--- src/hdl/injection_fill_pack_sequencer_top_assert.svh ---
// Assertion macros for the injection fill/pack sequencer.
// Included by the modules that carry concurrent checks; no other dependencies.
`ifndef INJECTION_FILL_PACK_SEQUENCER_TOP_ASSERT_SVH
`define INJECTION_FILL_PACK_SEQUENCER_TOP_ASSERT_SVH

`ifndef SYNTHESIS
// same-cycle implication, disabled during reset
`define IFPS_ASSERT_IMP(lbl, clk, rst_n, ante, cons, msg) \
	lbl: assert property (@(posedge clk) disable iff (!rst_n) (ante) |-> (cons)) \
		else $error(msg);
// next-cycle implication, disabled during reset
`define IFPS_ASSERT_NXT(lbl, clk, rst_n, ante, cons, msg) \
	lbl: assert property (@(posedge clk) disable iff (!rst_n) (ante) |=> (cons)) \
		else $error(msg);
`else
`define IFPS_ASSERT_IMP(lbl, clk, rst_n, ante, cons, msg)
`define IFPS_ASSERT_NXT(lbl, clk, rst_n, ante, cons, msg)
`endif

`endif

--- src/hdl/ifps_pkg.sv ---
// Shared types and constants for the injection fill/pack sequencer.
// No dependencies.
package ifps_pkg;

	// input kinds
	localparam logic [1:0] KIND_BEGIN  = 2'd0;
	localparam logic [1:0] KIND_UPDATE = 2'd1;
	localparam logic [1:0] KIND_RESET  = 2'd2;

	// command kinds
	localparam logic [1:0] CMD_NONE   = 2'd0;
	localparam logic [1:0] CMD_LIMITS = 2'd1;
	localparam logic [1:0] CMD_TRAJ   = 2'd2;
	localparam logic [1:0] CMD_MOVE   = 2'd3;

	// command profiles
	localparam logic [1:0] PROF_FILL = 2'd0;
	localparam logic [1:0] PROF_PACK = 2'd1;
	localparam logic [1:0] PROF_STOP = 2'd2;

	// phases
	localparam logic [1:0] PH_DONE = 2'd0;
	localparam logic [1:0] PH_FILL = 2'd1;
	localparam logic [1:0] PH_PACK = 2'd2;

	// tail group of a job, after the optional fill entry commands
	localparam logic [1:0] GRP_NONE = 2'd0;
	localparam logic [1:0] GRP_PACK = 2'd1;
	localparam logic [1:0] GRP_STOP = 2'd2;

	// register indexes
	localparam logic [2:0] REG_FILL_VOLUME  = 3'd0;
	localparam logic [2:0] REG_PACK_VOLUME  = 3'd1;
	localparam logic [2:0] REG_PACK_TIME    = 3'd2;
	localparam logic [2:0] REG_TURNS_PER_VOL = 3'd3;
	localparam logic [2:0] REG_POS_LIMIT    = 3'd4;
	localparam logic [2:0] REG_FILL_TRAJ    = 3'd5;
	localparam logic [2:0] REG_PACK_TRAJ    = 3'd6;

	localparam int CFG_DATA_W = 48;

	// thresholds
	localparam logic signed [31:0] VEL_LOW_MAX     = 32'sd6553;
	localparam logic signed [32:0] POS_CLOSE_LIM   = 33'sd65536;
	localparam logic [31:0]        SETTLE_MS       = 32'd500;
	localparam logic [31:0]        FILL_TIMEOUT_MS = 32'd30000;

	// beats per command set, and the most beats one item gives
	localparam logic [2:0] SET_BEATS = 3'd3;
	localparam logic [2:0] MAX_BEATS = 3'd6;

	typedef struct packed {
		logic [1:0]         kind;
		logic [31:0]        now_ms;
		logic signed [31:0] position;
		logic signed [31:0] velocity;
	} ifps_in_t;

	typedef struct packed {
		logic [1:0]         cmd_kind;
		logic [1:0]         profile;
		logic signed [31:0] move_target;
		logic [47:0]        traj_word;
		logic [1:0]         phase;
		logic               finished;
		logic               complete_ok;
		logic               error;
		logic               last;
	} ifps_out_t;

	// registered configuration, volume products already scaled to Q16.16
	typedef struct packed {
		logic [15:0]        pack_time_ms;
		logic signed [31:0] position_limit;
		logic [47:0]        fill_trajectory;
		logic [47:0]        pack_trajectory;
		logic [31:0]        fill_add;
		logic [31:0]        pack_add;
	} ifps_cfg_t;

	// one classified item on its way to the command sequencer
	typedef struct packed {
		logic               entry;
		logic [1:0]         grp;
		logic signed [31:0] fill_target;
		logic signed [31:0] pack_target;
		logic [1:0]         phase;
		logic               finished;
		logic               complete_ok;
		logic               error;
	} ifps_job_t;

endpackage

--- src/hdl/injection_fill_pack_sequencer_top.sv ---
// Top level of the injection fill/pack sequencer.
// Depends on ifps_pkg, ifps_cfg, ifps_front, ifps_queue and ifps_back.
//
// Accepts one input beat per cycle into the classifier while the job queue is
// not full; it updates the fill/pack state and queues a job, and the command
// sequencer sends the job's results one beat per cycle unless the output stalls.
// A begin, reset or quiet update gives one beat, a fill entry three, an entry
// with a pack transition six, an entry with a timeout stop four; the sustained
// rate is set by the sequencer. A result passes the input register, the job
// queue and the registered output stage. Volume and turns writes take effect
// once the registered volume products update.
module injection_fill_pack_sequencer_top import ifps_pkg::*; #(
	parameter int QUEUE_DEPTH = 4
) (
	input  logic                  clk,
	input  logic                  arst_n,
	input  logic                  cfg_we,
	input  logic [2:0]            cfg_index,
	input  logic [CFG_DATA_W-1:0] cfg_data,
	input  logic                  in_valid,
	output logic                  in_stall,
	input  ifps_in_t              in_data,
	output logic                  out_valid,
	input  logic                  out_stall,
	output ifps_out_t             out_data
);

	ifps_cfg_t cfg;
	ifps_job_t push_job;
	ifps_job_t head;
	logic      push;
	logic      pop;
	logic      q_full;
	logic      q_empty;

	ifps_cfg u_cfg (
		.clk       (clk),
		.arst_n    (arst_n),
		.cfg_we    (cfg_we),
		.cfg_index (cfg_index),
		.cfg_data  (cfg_data),
		.cfg       (cfg)
	);

	ifps_front u_front (
		.clk      (clk),
		.arst_n   (arst_n),
		.in_valid (in_valid),
		.in_stall (in_stall),
		.in_data  (in_data),
		.cfg      (cfg),
		.q_full   (q_full),
		.push     (push),
		.push_job (push_job)
	);

	ifps_queue #(
		.DEPTH (QUEUE_DEPTH)
	) u_queue (
		.clk      (clk),
		.arst_n   (arst_n),
		.push     (push),
		.push_job (push_job),
		.pop      (pop),
		.head     (head),
		.full     (q_full),
		.empty    (q_empty)
	);

	ifps_back u_back (
		.clk       (clk),
		.arst_n    (arst_n),
		.head      (head),
		.empty     (q_empty),
		.pop       (pop),
		.cfg       (cfg),
		.out_valid (out_valid),
		.out_stall (out_stall),
		.out_data  (out_data)
	);

endmodule

--- src/hdl/ifps_cfg.sv ---
// Configuration register file with registered volume-times-turns products.
// Depends on ifps_pkg.
module ifps_cfg import ifps_pkg::*; (
	input  logic                  clk,
	input  logic                  arst_n,
	input  logic                  cfg_we,
	input  logic [2:0]            cfg_index,
	input  logic [CFG_DATA_W-1:0] cfg_data,
	output ifps_cfg_t             cfg
);

	logic [23:0]        fill_volume_q;
	logic [23:0]        pack_volume_q;
	logic [15:0]        pack_time_q;
	logic [23:0]        turns_q;
	logic signed [31:0] limit_q;
	logic [47:0]        fill_traj_q;
	logic [47:0]        pack_traj_q;
	logic [31:0]        fill_add_q;
	logic [31:0]        pack_add_q;
	logic [47:0]        fill_prod;
	logic [47:0]        pack_prod;

	assign fill_prod = fill_volume_q * turns_q;
	assign pack_prod = pack_volume_q * turns_q;

	always_ff @(posedge clk or negedge arst_n) begin
		if (!arst_n) begin
			fill_volume_q <= '0;
			pack_volume_q <= '0;
			pack_time_q   <= '0;
			turns_q       <= 24'd65536;
			limit_q       <= 32'sh7FFF_FFFF;
			fill_traj_q   <= '0;
			pack_traj_q   <= '0;
			fill_add_q    <= '0;
			pack_add_q    <= '0;
		end else begin
			// Q8.16 x Q8.16, floored back to Q16.16
			fill_add_q <= fill_prod[47:16];
			pack_add_q <= pack_prod[47:16];
			if (cfg_we) begin
				unique case (cfg_index)
					REG_FILL_VOLUME:   fill_volume_q <= cfg_data[23:0];
					REG_PACK_VOLUME:   pack_volume_q <= cfg_data[23:0];
					REG_PACK_TIME:     pack_time_q   <= cfg_data[15:0];
					REG_TURNS_PER_VOL: turns_q       <= cfg_data[23:0];
					REG_POS_LIMIT:     limit_q       <= signed'(cfg_data[31:0]);
					REG_FILL_TRAJ:     fill_traj_q   <= cfg_data;
					REG_PACK_TRAJ:     pack_traj_q   <= cfg_data;
					default: ;
				endcase
			end
		end
	end

	assign cfg.pack_time_ms    = pack_time_q;
	assign cfg.position_limit  = limit_q;
	assign cfg.fill_trajectory = fill_traj_q;
	assign cfg.pack_trajectory = pack_traj_q;
	assign cfg.fill_add        = fill_add_q;
	assign cfg.pack_add        = pack_add_q;

endmodule

--- src/hdl/ifps_front.sv ---
// Front end: takes input beats, holds the sequencer state and classifies each
// item into a job for the command queue. Depends on ifps_pkg.
module ifps_front import ifps_pkg::*; (
	input  logic      clk,
	input  logic      arst_n,
	input  logic      in_valid,
	output logic      in_stall,
	input  ifps_in_t  in_data,
	input  ifps_cfg_t cfg,
	input  logic      q_full,
	output logic      push,
	output ifps_job_t push_job
);

	function automatic logic is_close(input logic signed [32:0] d);
		return (d > -POS_CLOSE_LIM) && (d < POS_CLOSE_LIM);
	endfunction

	ifps_in_t           item_s1;
	logic               valid_s1;

	logic [1:0]         phase_q;
	logic               pending_q;
	logic               complete_q;
	logic               error_q;
	logic [31:0]        start_q;
	logic signed [31:0] fill_tgt_q;
	logic signed [31:0] pack_tgt_q;

	logic [1:0]         phase_d;
	logic               pending_d;
	logic               complete_d;
	logic               error_d;
	logic [31:0]        start_d;
	logic signed [31:0] fill_tgt_d;
	logic signed [31:0] pack_tgt_d;
	logic               fin;
	logic [1:0]         grp;
	logic               entry;

	logic signed [33:0] lim_x;
	logic signed [33:0] ft_sum;
	logic signed [33:0] pt_sum;
	logic               ft_clamp;
	logic               pt_clamp;
	logic signed [31:0] ft_new;
	logic signed [31:0] pt_new;
	logic               close_new;
	logic               close_old;
	logic               close;
	logic               vel_ok;
	logic [31:0]        elapsed;

	assign in_stall = valid_s1 && q_full;
	assign push     = valid_s1 && !q_full;

	always_ff @(posedge clk or negedge arst_n) begin
		if (!arst_n) begin
			valid_s1 <= 1'b0;
		end else if (!in_stall) begin
			valid_s1 <= in_valid;
		end
	end

	always_ff @(posedge clk) begin
		if (in_valid && !in_stall) begin
			item_s1 <= in_data;
		end
	end

	// candidate targets; both clamp from above only
	assign lim_x    = {{2{cfg.position_limit[31]}}, cfg.position_limit};
	assign ft_sum   = {{2{item_s1.position[31]}}, item_s1.position} + {2'b00, cfg.fill_add};
	assign pt_sum   = {{2{item_s1.position[31]}}, item_s1.position} + {2'b00, cfg.pack_add};
	assign ft_clamp = ft_sum > lim_x;
	assign pt_clamp = pt_sum > lim_x;
	assign ft_new   = ft_clamp ? cfg.position_limit : ft_sum[31:0];
	assign pt_new   = pt_clamp ? cfg.position_limit : pt_sum[31:0];

	// distance to a fresh fill target without chaining add and subtract:
	// unclamped it is minus the added volume, clamped it is position minus limit
	assign close_new = ft_clamp ?
		is_close({item_s1.position[31], item_s1.position} -
			{cfg.position_limit[31], cfg.position_limit}) :
		(cfg.fill_add < 32'(POS_CLOSE_LIM));
	assign close_old = is_close({item_s1.position[31], item_s1.position} -
		{fill_tgt_q[31], fill_tgt_q});
	assign close     = pending_q ? close_new : close_old;
	assign vel_ok    = (item_s1.velocity >= -VEL_LOW_MAX) && (item_s1.velocity <= VEL_LOW_MAX);
	assign elapsed   = item_s1.now_ms - start_q;

	always_comb begin
		phase_d    = phase_q;
		pending_d  = pending_q;
		complete_d = complete_q;
		error_d    = error_q;
		start_d    = start_q;
		fill_tgt_d = fill_tgt_q;
		pack_tgt_d = pack_tgt_q;
		fin        = 1'b0;
		grp        = GRP_NONE;
		entry      = 1'b0;
		case (item_s1.kind)
			KIND_BEGIN: begin
				phase_d    = PH_FILL;
				pending_d  = 1'b1;
				start_d    = item_s1.now_ms;
				complete_d = 1'b0;
				error_d    = 1'b0;
			end
			KIND_RESET: begin
				phase_d    = PH_DONE;
				pending_d  = 1'b1;
				complete_d = 1'b0;
				error_d    = 1'b0;
			end
			KIND_UPDATE: begin
				if (pending_q) begin
					entry      = 1'b1;
					fill_tgt_d = ft_new;
					pending_d  = 1'b0;
				end
				case (phase_q)
					PH_FILL: begin
						if (vel_ok && (elapsed > SETTLE_MS) && close) begin
							phase_d    = PH_PACK;
							start_d    = item_s1.now_ms;
							pack_tgt_d = pt_new;
							grp        = GRP_PACK;
						end else if (elapsed > FILL_TIMEOUT_MS) begin
							error_d    = 1'b1;
							complete_d = 1'b1;
							grp        = GRP_STOP;
							fin        = 1'b1;
						end
					end
					PH_PACK: begin
						if (elapsed >= {16'd0, cfg.pack_time_ms}) begin
							phase_d    = PH_DONE;
							complete_d = 1'b1;
							fin        = 1'b1;
						end
					end
					default: fin = complete_q;
				endcase
			end
			default: ;
		endcase
	end

	always_ff @(posedge clk or negedge arst_n) begin
		if (!arst_n) begin
			phase_q    <= PH_DONE;
			pending_q  <= 1'b0;
			complete_q <= 1'b0;
			error_q    <= 1'b0;
			start_q    <= '0;
			fill_tgt_q <= '0;
			pack_tgt_q <= '0;
		end else if (push) begin
			phase_q    <= phase_d;
			pending_q  <= pending_d;
			complete_q <= complete_d;
			error_q    <= error_d;
			start_q    <= start_d;
			fill_tgt_q <= fill_tgt_d;
			pack_tgt_q <= pack_tgt_d;
		end
	end

	assign push_job.entry       = entry;
	assign push_job.grp         = grp;
	assign push_job.fill_target = fill_tgt_d;
	assign push_job.pack_target = pack_tgt_d;
	assign push_job.phase       = phase_d;
	assign push_job.finished    = fin;
	assign push_job.complete_ok = complete_d && !error_d;
	assign push_job.error       = error_d;

endmodule

--- src/hdl/ifps_queue.sv ---
// Short job queue between the classifier and the command sequencer.
// Depends on ifps_pkg.
module ifps_queue import ifps_pkg::*; #(
	parameter int DEPTH = 4
) (
	input  logic      clk,
	input  logic      arst_n,
	input  logic      push,
	input  ifps_job_t push_job,
	input  logic      pop,
	output ifps_job_t head,
	output logic      full,
	output logic      empty
);

	localparam int PTR_W = (DEPTH > 1) ? $clog2(DEPTH) : 1;
	localparam int CNT_W = $clog2(DEPTH + 1);

	ifps_job_t          slot_q [DEPTH];
	logic [PTR_W-1:0]   wr_q;
	logic [PTR_W-1:0]   rd_q;
	logic [CNT_W-1:0]   count_q;

	function automatic logic [PTR_W-1:0] bump(input logic [PTR_W-1:0] p);
		return (p == PTR_W'(DEPTH - 1)) ? '0 : p + 1'b1;
	endfunction

	assign full  = count_q == CNT_W'(DEPTH);
	assign empty = count_q == '0;
	assign head  = slot_q[rd_q];

	always_ff @(posedge clk) begin
		if (push) begin
			slot_q[wr_q] <= push_job;
		end
	end

	always_ff @(posedge clk or negedge arst_n) begin
		if (!arst_n) begin
			wr_q    <= '0;
			rd_q    <= '0;
			count_q <= '0;
		end else begin
			if (push) begin
				wr_q <= bump(wr_q);
			end
			if (pop) begin
				rd_q <= bump(rd_q);
			end
			if (push && !pop) begin
				count_q <= count_q + 1'b1;
			end else if (pop && !push) begin
				count_q <= count_q - 1'b1;
			end
		end
	end

endmodule

--- src/hdl/ifps_back.sv ---
// Back end: expands each queued job into its command beats, one per cycle unless
// stalled, through a registered output stage. Depends on ifps_pkg and the assert macros.
`include "injection_fill_pack_sequencer_top_assert.svh"
module ifps_back import ifps_pkg::*; (
	input  logic      clk,
	input  logic      arst_n,
	input  ifps_job_t head,
	input  logic      empty,
	output logic      pop,
	input  ifps_cfg_t cfg,
	output logic      out_valid,
	input  logic      out_stall,
	output ifps_out_t out_data
);

	logic [2:0]  beat_q;
	logic        out_valid_q;
	ifps_out_t   out_q;
	logic        load;
	logic [2:0]  n_entry;
	logic [2:0]  n_tail;
	logic [2:0]  total;
	logic [2:0]  sub;
	logic        in_entry;
	logic [1:0]  prof;
	logic signed [31:0] tgt;
	logic [47:0] traj;
	ifps_out_t   beat;

	assign load    = !empty && (!out_valid_q || !out_stall);
	assign n_entry = head.entry ? SET_BEATS : 3'd0;
	always_comb begin
		case (head.grp)
			GRP_PACK: n_tail = SET_BEATS;
			GRP_STOP: n_tail = 3'd1;
			default:  n_tail = 3'd0;
		endcase
	end
	// an item with no command still gives one empty beat
	assign total    = ((n_entry + n_tail) == 3'd0) ? 3'd1 : n_entry + n_tail;
	assign in_entry = head.entry && (beat_q < SET_BEATS);
	assign sub      = in_entry ? beat_q : beat_q - n_entry;
	assign pop      = load && (beat_q == total - 3'd1);

	always_comb begin
		prof = in_entry ? PROF_FILL : PROF_PACK;
		tgt  = in_entry ? head.fill_target : head.pack_target;
		traj = in_entry ? cfg.fill_trajectory : cfg.pack_trajectory;
		beat = '0;
		beat.phase       = head.phase;
		beat.finished    = head.finished;
		beat.complete_ok = head.complete_ok;
		beat.error       = head.error;
		beat.last        = beat_q == total - 3'd1;
		if (in_entry || head.grp == GRP_PACK) begin
			beat.profile = prof;
			unique case (sub)
				3'd0: beat.cmd_kind = CMD_LIMITS;
				3'd1: begin
					beat.cmd_kind  = CMD_TRAJ;
					beat.traj_word = traj;
				end
				default: begin
					beat.cmd_kind    = CMD_MOVE;
					beat.move_target = tgt;
				end
			endcase
		end else if (head.grp == GRP_STOP) begin
			beat.cmd_kind = CMD_MOVE;
			beat.profile  = PROF_STOP;
		end
	end

	always_ff @(posedge clk or negedge arst_n) begin
		if (!arst_n) begin
			beat_q      <= '0;
			out_valid_q <= 1'b0;
		end else begin
			if (load) begin
				out_valid_q <= 1'b1;
				beat_q      <= pop ? 3'd0 : beat_q + 3'd1;
			end else if (!out_stall) begin
				out_valid_q <= 1'b0;
			end
		end
	end

	always_ff @(posedge clk) begin
		if (load) begin
			out_q <= beat;
		end
	end

	assign out_valid = out_valid_q;
	assign out_data  = out_q;

	`IFPS_ASSERT_IMP(a_beat_range, clk, arst_n, 1'b1, beat_q < MAX_BEATS, "beat index out of range")
	`IFPS_ASSERT_IMP(a_pop_nonempty, clk, arst_n, pop, !empty, "job popped from empty queue")
	`IFPS_ASSERT_IMP(a_none_is_last, clk, arst_n, load && beat.cmd_kind == CMD_NONE, beat.last,
		"empty beat not final")
	`IFPS_ASSERT_NXT(a_pop_rewinds, clk, arst_n, pop, beat_q == 3'd0, "beat index not rewound")

endmodule

--- config.mk ---
export PLATFORM = sky130hd
export DESIGN_NAME = injection_fill_pack_sequencer_top
export DESIGN_NICKNAME = d
export VERILOG_FILES = /design/src/hdl/ifps_pkg.sv /design/src/hdl/injection_fill_pack_sequencer_top.sv /design/src/hdl/ifps_cfg.sv /design/src/hdl/ifps_front.sv /design/src/hdl/ifps_queue.sv /design/src/hdl/ifps_back.sv
export VERILOG_INCLUDE_DIRS = /design/src /design/src/hdl
export SDC_FILE = /design/constraint.sdc
export NUM_CORES = 2
export LEC_CHECK = 0
export BUFFER_PORTS_ARGS = -buffer_cell sky130_fd_sc_hd__buf_2
export CAP_MARGIN = 5
export CORE_ASPECT_RATIO = 0.8
export CORE_MARGIN = 2
export CORE_UTILIZATION = 30
export CTS_CLUSTER_SIZE = 25
export DETAILED_ROUTE_END_ITERATION = 10
export PLACE_DENSITY = 0.47
export SKIP_CTS_REPAIR_TIMING = 1
export SYNTH_ARGS = -nofsm -noshare
export SYNTH_HDL_FRONTEND = slang
export SYNTH_SLANG_ARGS = --single-unit
export TNS_END_PERCENT = 5
--- constraint.sdc ---
create_clock -name clk -period 9.45 [get_ports clk]
set_clock_uncertainty 0.05 [all_clocks]
set_input_delay 0.4725 -clock clk [delete_from_list [all_inputs] [get_ports clk]]
set_output_delay 0.4725 -clock clk [all_outputs]
set_load 0.02 [all_outputs]
==> flow_summary_export.csv <==
group,metric,value,unit
critical_path,startpoint_type,"flop",
detailed_routing,ant_nets,1,
hold_path,hold_path_depth,3,
critical_path,cp_slowest_cell,"dfrtp_2",
timing,hold_viol_final,0,
detailed_routing,drt_first_pass_iters,8,
grt,first_global_vias,58300,
outcome,status,"finished, violations left",
timing,relSlewSlack,5.81,%
critical_path,cp.required,10.06,ns
die,dieArea,273000,sq um
clock_network,numCtsBuffers,99,
die,fp.dieW,584,um
timing,timing.setup.tns,0,ns
critical_path,cp_num_buf_inv,6,
critical_path,reg2regPathDepth,27,
timing,worstMarginPinSlew,1.41,ns
run,cap_violations,0,
clock_network,cts.sinks,869,
grt,grt_max_degree,67,
timing,maxSlewViolCount,0,
finish,fin_nets,9749,
detailed_routing,drt_iter0_drc,4361,
die,ios,246,
clock_network,clockRootBuffer,"clkbuf_16",
synth,synthArstFlopShare,45.2,%
detailed_routing,vias,56958,
grt,grt_pass1_wl,386000,um
timing,clock.fmax,0.112,GHz
synth,ys_warn_count,0,
synth,synthTopCellsByArea,"fa_1, edfxtp_1, dfrtp_1, ha_1, inv_1",
clock_network,clock_path_buffers,3,
timing,finalSetupViolCount,0,
clock_network,tritoncts,"built",
die,initial_utilization,30.1,%
detailed_routing,viasPerCell,4.89,
critical_path,arrival,9.55,ns
critical_path,crit_path_frequent_cell,"fa_1",
clock_network,cts_max_level,3,
detailed_routing,wirelength,258000,um
synth,synth_edf_count,476,
synth,synth_top_cell_by_area,"fa_1",
hold_path,min_from,"cfg_data[6]",
synth,yosysMostFrequentCell,"inv_1",
critical_path,critical_path_depth,27,
die,die_h,468,um
timing,rsz0062_at_grt,"no",
die,rows,170,
finish,area_growth,12.7,%
timing,min_period_over_period,94.6,%
grt,track_usage,18.8,%
synth,synth_cell_type_count,89,
synth,synth_top_area_share,24.0,%
critical_path,timing.rr.start,"u_cfg.turns_q[0]",
die,coreArea,268000,sq um
critical_path,worstSetupStartpoint,"u_cfg.turns_q[0]",
timing,finalCriticalPeriod,8.94,ns
clock_network,clock_latency,0.74,ns
grt,grt-ovfl-total,0,
clock_network,clk_pin_slew,0.06,ns
synth,synth_fp_nets,9497,
placement,gp_congestion,0.875,
synth,synth_top_cells_by_count,"inv_1, nand2_1, fa_1",
critical_path,critPathKind,"reg2reg",
detailed_routing,wl_per_cell,22.2,um
grt,antenna_found_initial,30,
hold_path,holdCritPathClass,"in2reg",
critical_path,crit_path_end_kind,"flop",
synth,synth_area,80800,sq um
synth,ys_seq_area_share,29.9,%
critical_path,path_max_fanout,47,
synth,ys_seq_elements,869,
synth,synthFlopType,"edfxtp_1",
critical_path,slowest_delay,1.10,ns
detailed_routing,route.detailed.drc,0,
critical_path,critPathTopFamily,"adder cells",
synth,synth_cells,7772,
outcome,violations,"antenna rules",
placement,dpl.hpwl,197000,um
placement,portBuffers,245,
synth,avgSynthCellArea,10.4,sq um
finish,drive_above_1_share,12.5,%
layout by cell type, fill, tap and decap left out, drive strengths merged, types with 309 or more instances in the layout:
cell,synthesis,layout
edfxtp,476,476
buf,36,382
dfrtp,361,361
ha,601,601
fa,970,970
mux2,309,309
and2,571,571
nand2,1013,1013
inv,1250,1256
a21oi,326,326
sequential cells by signal (all words and copies together), names as in the netlist, 16 cells and up:
name                 flops
u_back.out_data         90
u_cfg.fill_add_q        32
u_cfg.fill_traj_q       48
u_cfg.fill_volume_q     24
u_cfg.limit_q           32
u_cfg.pack_add_q        32
u_cfg.pack_time_q       16
u_cfg.pack_traj_q       48
u_cfg.pack_volume_q     24
u_cfg.turns_q           24
u_front.fill_tgt_q      32
u_front.item_s1         98
u_front.pack_tgt_q      32
u_front.start_q         32
u_queue.slot_q         288
logic make-up after synthesis:
family	Yosys count	share of synthesized area, %
DFF	869	29.9
muxes	395	6.63
and+or+nand+nor	2177	13.1
adders and majority gates	1571	33.4
buffers and inverters	1606	7.52
xor gates and xnor gates	173	1.88
AOI/OAI and AO/OA	981	7.55
metrics by stage:
stage          area, sq um  setup slack [ns]  std cells  hold slack (ns)  util [%]
6_report             91000             0.514      11649           0.0918      34.0
5_1_grt              91000            0.0906      11640           0.0848      33.9
4_1_cts              89700             0.463      11512           -0.391      33.5
3_5_place_dp         86300             0.510      11324            0.422      32.2
3_3_place_gp         86300             0.579      11324            0.417      32.2
2_1_floorplan        80800              1.95       7772            0.127         -
path summary, 6_finish.rpt:
path                                           to  slack, ns
min reg2reg                 u_front.pack_tgt_q[0]       0.44
min in group asynchronous  u_front.pack_tgt_q[21]       0.23
max in group asynchronous        u_cfg.turns_q[0]       6.86
max reg2reg                  u_cfg.fill_add_q[31]       0.51
max                          u_cfg.fill_add_q[31]       0.51
min                              u_cfg.limit_q[6]       0.09
cell type report:
class                           count  area, sq um
Timing Repair Buffer              507         3590
Fill cell                       27138       177000
Tap cell                         3526         4410
Clock buffer                      128         2710
Sequential cell                   869        24200
Clock inverter                     60          764
Antenna cell                       12         30.0
Multi-Input combinational cell   5297        50600
Inverter                         1250         4690
per-layer routing:
layer / global-route usage, % / part of all wire, % / up-vias
met4: 3.25 / 1.6 / 4
li1: - / - / 25862
met5: 0 / 0.0089 / -
met3: 3.26 / 6.5 / 219
met2: 27.7 / 42 / 1574
met1: 28.8 / 50 / 29299
worst reg2reg max path: cells and delay by family (launching register included):
family	cells	cell delay (ns)
AOI/OAI and AO/OA	10	2.60
xor gates and xnor gates	1	0.15
adders and majority gates	8	3.86
buffers and inverters	6	0.61
DFF	1	1.10
and+or+nand+nor	2	0.48
Power is not shown: default switching activity piles up to over one toggle a cycle in this logic, so the estimate is an artifact.
